### src/sv/ssp_pkg.sv
// ============================================================================
// ssp_pkg - shared types and constants for the servo slew positioner
// Request kinds, register indexes, character codes and angle limits.
// ============================================================================
package ssp_pkg;

  // Field widths
  localparam int unsigned ANGLE_W    = 8;
  localparam int unsigned INTERVAL_W = 10;
  localparam int unsigned TEMP_W     = 12;
  localparam int unsigned CHAR_W     = 8;
  localparam int unsigned CFG_IDX_W  = 3;
  localparam int unsigned CFG_DATA_W = 12;
  localparam int unsigned IN_DATA_W  = 24;
  localparam int unsigned IN_USER_W  = 2;
  localparam int unsigned OUT_DATA_W = 24;

  // Angle limits in degrees
  localparam logic [ANGLE_W-1:0] MAX_ANGLE  = 8'd180;
  localparam logic [ANGLE_W-1:0] HOME_ANGLE = 8'd90;

  // Register reset values
  localparam logic [INTERVAL_W-1:0]   STEP_INTERVAL_RST = 10'd15;
  localparam logic [ANGLE_W-1:0]      STEP_SIZE_RST     = 8'd1;
  localparam logic [ANGLE_W-1:0]      COOL_ANGLE_RST    = 8'd90;
  localparam logic [ANGLE_W-1:0]      HOT_ANGLE_RST     = 8'd0;
  // 30.0 and 50.0 degC in 1/16 degC
  localparam logic signed [TEMP_W-1:0] LOW_THR_RST      = 12'sd480;
  localparam logic signed [TEMP_W-1:0] HIGH_THR_RST     = 12'sd800;

  // Serial character codes
  localparam logic [CHAR_W-1:0] CHAR_LOWER_A = 8'h61;
  localparam logic [CHAR_W-1:0] CHAR_UPPER_A = 8'h41;
  localparam logic [CHAR_W-1:0] CHAR_LOWER_M = 8'h6D;
  localparam logic [CHAR_W-1:0] CHAR_UPPER_M = 8'h4D;
  localparam logic [CHAR_W-1:0] CHAR_DIGIT_0 = 8'h30;
  localparam logic [CHAR_W-1:0] CHAR_DIGIT_9 = 8'h39;

  // Request kinds
  typedef enum logic [IN_USER_W-1:0] {
    CMD_TICK = 2'd0,
    CMD_BYTE = 2'd1,
    CMD_TEMP = 2'd2
  } cmd_t;

  // Configuration register indexes
  typedef enum logic [CFG_IDX_W-1:0] {
    REG_STEP_INTERVAL = 3'd0,
    REG_STEP_SIZE     = 3'd1,
    REG_COOL_ANGLE    = 3'd2,
    REG_HOT_ANGLE     = 3'd3,
    REG_LOW_THRESHOLD = 3'd4,
    REG_HIGH_THRESHOLD = 3'd5
  } reg_idx_t;

  // Saturate an angle at the mechanical limit
  function automatic logic [ANGLE_W-1:0] clip_angle(input logic [ANGLE_W-1:0] a);
    clip_angle = (a > MAX_ANGLE) ? MAX_ANGLE : a;
  endfunction

endpackage

### src/sv/servo_slew_positioner_top.sv
// ============================================================================
// servo_slew_positioner_top - servo angle positioner with slew limiting
// Tick, serial byte and temperature requests update the angle and target.
// ============================================================================
// Usage:
//   Input stream (s_axis_*): one request per transfer. tuser carries the
//   request kind (tick, serial byte, temperature); tdata carries the serial
//   byte and the signed temperature sample.
//   Output stream (m_axis_*): one result per request, in order: current
//   angle, angle-changed flag, manual mode flag and target angle.
//   Configuration: cfg_we/cfg_index/cfg_data write one register per cycle;
//   write only while no request is in flight.
// Timing and throughput:
//   A request is decoded and the state updated in the cycle it is accepted;
//   its result appears on m_axis in the next cycle. One request per cycle is
//   sustained while m_axis_tready stays high, set by the single output register.
// Reset:
//   rst returns the registers to their defaults, the angle and target to
//   90 degrees, auto mode, and empties the output register.
// Stall:
//   While a result waits, s_axis_tready stays high only if m_axis_tready
//   frees the output register in the same cycle.
module servo_slew_positioner_top
  import ssp_pkg::*;
(
  input  logic                  clk,
  input  logic                  rst,
  // Configuration write port
  input  logic                  cfg_we,
  input  logic [CFG_IDX_W-1:0]  cfg_index,
  input  logic [CFG_DATA_W-1:0] cfg_data,
  // Request stream
  input  logic                  s_axis_tvalid,
  output logic                  s_axis_tready,
  input  logic [IN_DATA_W-1:0]  s_axis_tdata,   // [7:0] char_code, [19:8] temperature
  input  logic [IN_USER_W-1:0]  s_axis_tuser,   // [1:0] cmd
  // Result stream
  output logic                  m_axis_tvalid,
  input  logic                  m_axis_tready,
  output logic [OUT_DATA_W-1:0] m_axis_tdata    // [7:0] servo_angle, [8] servo_write,
                                                // [9] mode_bit, [17:10] target_angle
);

  // Configuration registers
  logic [INTERVAL_W-1:0]      step_interval;
  logic [ANGLE_W-1:0]         step_size;
  logic [ANGLE_W-1:0]         cool_angle;
  logic [ANGLE_W-1:0]         hot_angle;
  logic signed [TEMP_W-1:0]   low_threshold;
  logic signed [TEMP_W-1:0]   high_threshold;

  // Positioner state
  logic                       mode_flag, mode_flag_next;
  logic [ANGLE_W-1:0]         current_angle, current_angle_next;
  logic [ANGLE_W-1:0]         target, target_next;
  logic [INTERVAL_W-1:0]      tick_count, tick_count_next;
  logic [ANGLE_W-1:0]         digit_acc, digit_acc_next;
  logic                       number_pending, number_pending_next;

  // Request fields
  cmd_t                       in_cmd;
  logic [CHAR_W-1:0]          in_char;
  logic signed [TEMP_W-1:0]   in_temp;
  logic                       in_accept;

  // Working values
  logic [INTERVAL_W:0]        tick_sum;
  logic [ANGLE_W-1:0]         angle_diff;
  logic [ANGLE_W-1:0]         angle_move;
  logic [10:0]                digit_sum;

  // Output register
  logic                       out_valid;
  logic [OUT_DATA_W-1:0]      out_data;

  assign in_cmd    = cmd_t'(s_axis_tuser);
  assign in_char   = s_axis_tdata[7:0];
  assign in_temp   = s_axis_tdata[19:8];
  assign in_accept = s_axis_tvalid && s_axis_tready;

  assign s_axis_tready = !out_valid || m_axis_tready;
  assign m_axis_tvalid = out_valid;
  assign m_axis_tdata  = out_data;

  // Write configuration registers
  always_ff @(posedge clk) begin
    if (rst) begin
      step_interval  <= STEP_INTERVAL_RST;
      step_size      <= STEP_SIZE_RST;
      cool_angle     <= COOL_ANGLE_RST;
      hot_angle      <= HOT_ANGLE_RST;
      low_threshold  <= LOW_THR_RST;
      high_threshold <= HIGH_THR_RST;
    end else if (cfg_we) begin
      case (reg_idx_t'(cfg_index))
        REG_STEP_INTERVAL:  step_interval  <= cfg_data[INTERVAL_W-1:0];
        REG_STEP_SIZE:      step_size      <= cfg_data[ANGLE_W-1:0];
        REG_COOL_ANGLE:     cool_angle     <= cfg_data[ANGLE_W-1:0];
        REG_HOT_ANGLE:      hot_angle      <= cfg_data[ANGLE_W-1:0];
        REG_LOW_THRESHOLD:  low_threshold  <= cfg_data;
        REG_HIGH_THRESHOLD: high_threshold <= cfg_data;
        default: ;
      endcase
    end
  end

  // Slew step toward target, clipped so it never overshoots
  always_comb begin
    angle_diff = (current_angle < target) ? (target - current_angle)
                                          : (current_angle - target);
    angle_move = (step_size < angle_diff) ? step_size : angle_diff;
  end

  // Accumulate decimal digit: acc*10 + digit
  assign tick_sum  = {1'b0, tick_count} + {{INTERVAL_W{1'b0}}, 1'b1};
  assign digit_sum = {digit_acc, 3'b000} + {2'b00, digit_acc, 1'b0}
                   + {7'd0, in_char[3:0]};

  // Decode request and compute next state
  always_comb begin
    mode_flag_next      = mode_flag;
    current_angle_next  = current_angle;
    target_next         = target;
    tick_count_next     = tick_count;
    digit_acc_next      = digit_acc;
    number_pending_next = number_pending;
    case (in_cmd)
      CMD_TICK: begin
        if (tick_sum >= {1'b0, step_interval}) begin
          tick_count_next = '0;
          if (current_angle < target) begin
            current_angle_next = current_angle + angle_move;
          end else if (current_angle > target) begin
            current_angle_next = current_angle - angle_move;
          end
        end else begin
          tick_count_next = tick_sum[INTERVAL_W-1:0];
        end
      end
      CMD_BYTE: begin
        if (in_char >= CHAR_DIGIT_0 && in_char <= CHAR_DIGIT_9) begin
          // Digits only count in manual mode
          if (mode_flag) begin
            digit_acc_next      = (digit_sum > {3'b000, MAX_ANGLE}) ? MAX_ANGLE
                                                                    : digit_sum[7:0];
            number_pending_next = 1'b1;
          end
        end else begin
          // Any other byte applies a pending number
          if (number_pending) begin
            target_next         = digit_acc;
            digit_acc_next      = '0;
            number_pending_next = 1'b0;
          end
          if (in_char == CHAR_LOWER_A || in_char == CHAR_UPPER_A) begin
            mode_flag_next = 1'b0;
          end else if (in_char == CHAR_LOWER_M || in_char == CHAR_UPPER_M) begin
            mode_flag_next = 1'b1;
          end
        end
      end
      CMD_TEMP: begin
        if (!mode_flag) begin
          if (in_temp < low_threshold) begin
            target_next = clip_angle(cool_angle);
          end else if (in_temp > high_threshold) begin
            target_next = clip_angle(hot_angle);
          end
        end
      end
      default: ;
    endcase
  end

  // Update state on an accepted request
  always_ff @(posedge clk) begin
    if (rst) begin
      mode_flag      <= 1'b0;
      current_angle  <= HOME_ANGLE;
      target         <= HOME_ANGLE;
      tick_count     <= '0;
      digit_acc      <= '0;
      number_pending <= 1'b0;
    end else if (in_accept) begin
      mode_flag      <= mode_flag_next;
      current_angle  <= current_angle_next;
      target         <= target_next;
      tick_count     <= tick_count_next;
      digit_acc      <= digit_acc_next;
      number_pending <= number_pending_next;
    end
  end

  // Hold the result until the receiver takes it
  always_ff @(posedge clk) begin
    if (rst) begin
      out_valid <= 1'b0;
    end else if (in_accept) begin
      out_valid <= 1'b1;
    end else if (m_axis_tready) begin
      out_valid <= 1'b0;
    end
  end

  always_ff @(posedge clk) begin
    if (in_accept) begin
      out_data <= {6'd0, target_next, mode_flag_next,
                   (current_angle_next != current_angle), current_angle_next};
    end
  end

  // Checks
  a_result_follows: assert property (@(posedge clk) disable iff (rst)
    in_accept |=> m_axis_tvalid)
    else $error("accepted request produced no result");

  a_angle_range: assert property (@(posedge clk) disable iff (rst)
    (current_angle <= MAX_ANGLE) && (target <= MAX_ANGLE))
    else $error("angle or target beyond limit");

  a_digits_idle: assert property (@(posedge clk) disable iff (rst)
    !number_pending |-> (digit_acc == '0))
    else $error("digit accumulator dirty with no number pending");

  a_write_flag: assert property (@(posedge clk) disable iff (rst)
    in_accept |=> (m_axis_tdata[8] == (current_angle != $past(current_angle))))
    else $error("angle-changed flag does not match angle update");

endmodule

### config.mk
export PLATFORM = sky130hd
export DESIGN_NAME = servo_slew_positioner_top
export DESIGN_NICKNAME = d
export VERILOG_FILES = /design/src/sv/ssp_pkg.sv /design/src/sv/servo_slew_positioner_top.sv
export SDC_FILE = /design/constraint.sdc
export NUM_CORES = 1
export LEC_CHECK = 0
export BUFFER_PORTS_ARGS = -buffer_cell sky130_fd_sc_hd__buf_2
export CAP_MARGIN = 20
export CORE_AREA = 2 2 143 145
export CTS_CLUSTER_DIAMETER = 150
export DETAILED_ROUTE_END_ITERATION = 12
export DIE_AREA = 0 0 145 147
export SETUP_SLACK_MARGIN = 0.2
export SYNTH_ARGS = -nofsm -noshare
export SYNTH_HDL_FRONTEND = slang
export SYNTH_SLANG_ARGS = --single-unit
### constraint.sdc
create_clock -name clk -period 6.4 [get_ports clk]
set_input_delay 0.96 -clock clk [delete_from_list [all_inputs] [get_ports clk]]
set_output_delay 0.96 -clock clk [all_outputs]
set_load 0.01 [all_outputs]
==> reports/summary.txt <==
Outcome = complete, no violations
Wire length on met3 = 905 um
Rows = 52
Synthesized area per cell = 8.09 sq um
Post-Syn Area = 0.00783 sq mm
FF-to-FF setup slack = 0.39 ns
Share of the synthesized area in the top cell type = 24.3%
Min-delay worst type = reg -> reg
Max IR drop VDD = 199 uV
Number of port buffers = 61
Largest net degree at the start of global routing = 70
Fin Setup TNS = 0 ns
GRT Residual Overflow = 0
Worst-Margin Slew = 0.890 ns
Final Power = 2.28 mW
Worst-path maximum fanout = 5
Fraction of layout cells with a size suffix above 1 = 18.5%
Slew headroom = 40.5%
Die Ht = 147 um
RSZ-0062 raised after global routing = no
Cells after Synth = 968
WL per Instance = 15.9 um
Initial antenna violation count = 0
Clk pin slew, worst setup/hold paths = 0.06 ns
Ant. Diodes = 0
Critical path buffers and inverters = 5
Worst Skew = 0.00763 ns
Synth top area cells = dfxtp_1, ha_1, nand2_1
Global-route wire length before repair = 33900 um
Total GRT Usage = 19.7%
Crit-path slowest cell = a2111oi_4
Clock sinks = 113
Placeable Area = 0.0198 sq mm
Lkg Pwr = 4.09 nW
Cell mode on critical path = a21oi_2
Routed via count = 7200
Final Hold Fails = 0
Max Cap Viol = 0
Vias/cell = 5.38
# IOs = 72
Total CTS buffers = 17
Top delay family on crit path = compound AO/OA/AOI/OAI gates
Synth warnings = 0
Cell Area, Placed = 0.00855 sq mm
WL met2 = 9360 um
DPL Wire Length = 15700 um
Critical Setup Path Class = reg -> reg
CP Launch Type = register
Area leader, netlist = dfxtp_1
Finished Cell Area = 0.00951 sq mm
DRT iter0 DRCs = 562
Synthesis-stage register bit count = 113
CP required = 6.75 ns
Max Used Layer = met4
P per Cell Area = 240 mW/mm^2
Post-synthesis sequential area ratio = 31.2%
Prevailing post-synth register cell = dfxtp_1
Post-route ant nets = 0
Largest stage delay on the critical path = 0.41 ns
CP arrival = 6.36 ns
Crit. End Element = register
Synth unique cells = 68
Highest clock rate = 0.166 GHz
Chip width = 145 um
DRC = 0
Final net count = 1196
Pins Over Slew Limit = 0
Final wirelength = 21300 um
Worst-skew pair later-pin latency = 0.42 ns
Metal-1 WL = 10700 um
Initial Utilization = 39.5%
Area Growth Syn to Fin = 21.5%
Max Root-Sink Buffers = 2
Final setup viols = 0
Vias in the first global route = 6626
Layout Utilization = 47.9%
Post-synth EDFFs = 18
Tmin final = 6.01 ns
First-pass DRT Iterations = 5
Most frequent cell after synthesis = nand2_1
Gpl congestion = 0.884
Async SR Flop Fraction = 0%
CTS H-tree lvls = 4
Root Driver = clkbuf_16
Top post-synthesis cells by count = nand2_1, a21oi_1, dfxtp_1
Period utilization = 93.9%
Hold-fix buffers, CTS = 0
Die area = 0.0213 sq mm
CTS tree = done
==> cell families after synthesis <==
group                    Yosys count  synth area share, %
XOR/XNOR                          27                 3.12
other                              1               0.0479
AO/OA/AOI/OAI                    274                 22.8
multiplexers                      25                 3.26
flip-flops                       113                 31.2
buffers and inverters            123                 6.26
AND/OR/NAND/NOR                  310                 17.6
adder cells (fa/ha/maj)           95                 15.8
==> area by class of cell <==
| type | instances | area (sq um) |
|---|---|---|
| tap | 270 | 338 |
| sequential | 113 | 2440 |
| timing repair buffer | 103 | 639 |
| inverter | 83 | 314 |
| clock inverter | 8 | 73.8 |
| multi-input combinational | 737 | 5190 |
| fill | 1918 | 10300 |
| clock buffer | 24 | 514 |
==> stage by stage <==
step | hold WS, ns | worst slack [ns] | cells
finish | 0.453 | 0.387 | 1338
global route | 0.469 | 0.117 | 1338
CTS | 0.454 | 0.207 | 1326
detailed placement | 0.447 | 0.111 | 1294
global placement | 0.443 | 0.110 | 1294
floorplan | 0.436 | 0.205 | 973
==> worst paths after layout <==
check / start / end / cells after the start
hold / removal: low_threshold[9] / low_threshold[9] / 2
setup reg to reg: current_angle[0] / current_angle[7] / 30
hold reg to reg: low_threshold[9] / low_threshold[9] / 2
setup / recovery: current_angle[0] / current_angle[7] / 30
==> what timing repair did <==
action / CTS / global route
pin swaps: 1 / 24
cloned: 0 / 0
resized for setup: 8 / 53
buffers inserted: 0 / 12
setup endpoints to repair: 3 / 3
hold endpoints to repair: 0 / 0
==> sequential cells by signal (all words and copies together), names as in the netlist <==
signal,cells
current_angle,8
m_axis_tdata,18
number_pending,1
m_axis_tvalid,1
hot_angle,8
high_threshold,12
step_interval,10
mode_flag,1
tick_count,10
cool_angle,8
digit_acc,8
target,8
step_size,8
low_threshold,12
==> placed cells by master (no fill, tap or decap), drive strengths merged, types with 15 or more instances in the layout <==
master	n
edfxtp	18
xnor2	15
ha	89
a21o	24
nand3	24
buf	103
a31oi	15
o21ai	42
inv	82
dfxtp	95
nand2	155
a21oi	96
nor2	65
mux2i	21
clkbuf	24
o211ai	17
==> worst register-to-register path: cells and delay by family, from the launching register on <==
kind | cells | cell delay, ns
xor gates and xnor gates | 1 | 0.21
buffers and inverters | 5 | 0.46
adders and majority gates | 4 | 0.90
and+or+nand+nor | 6 | 1.15
AOI/OAI and AO/OA | 13 | 2.51
DFF | 1 | 0.32
muxes | 1 | 0.36
==> where the power goes <==
part           switching (mW)  internal [mW]  total (mW)
Combinational           0.342          0.248       0.591
Clock                   0.331          0.598       0.929
Sequential             0.0130          0.745       0.758
==> metal layers <==
| layer | GRT usage (%) | up-vias |
|---|---|---|
| li1 | - | 3590 |
| met1 | 28.1 | 3400 |
| met2 | 31.0 | 189 |
| met3 | 3.29 | 21 |
| met4 | 5.50 | 0 |
| met5 | 0 | - |
Power figures use the tool's default switching activity.
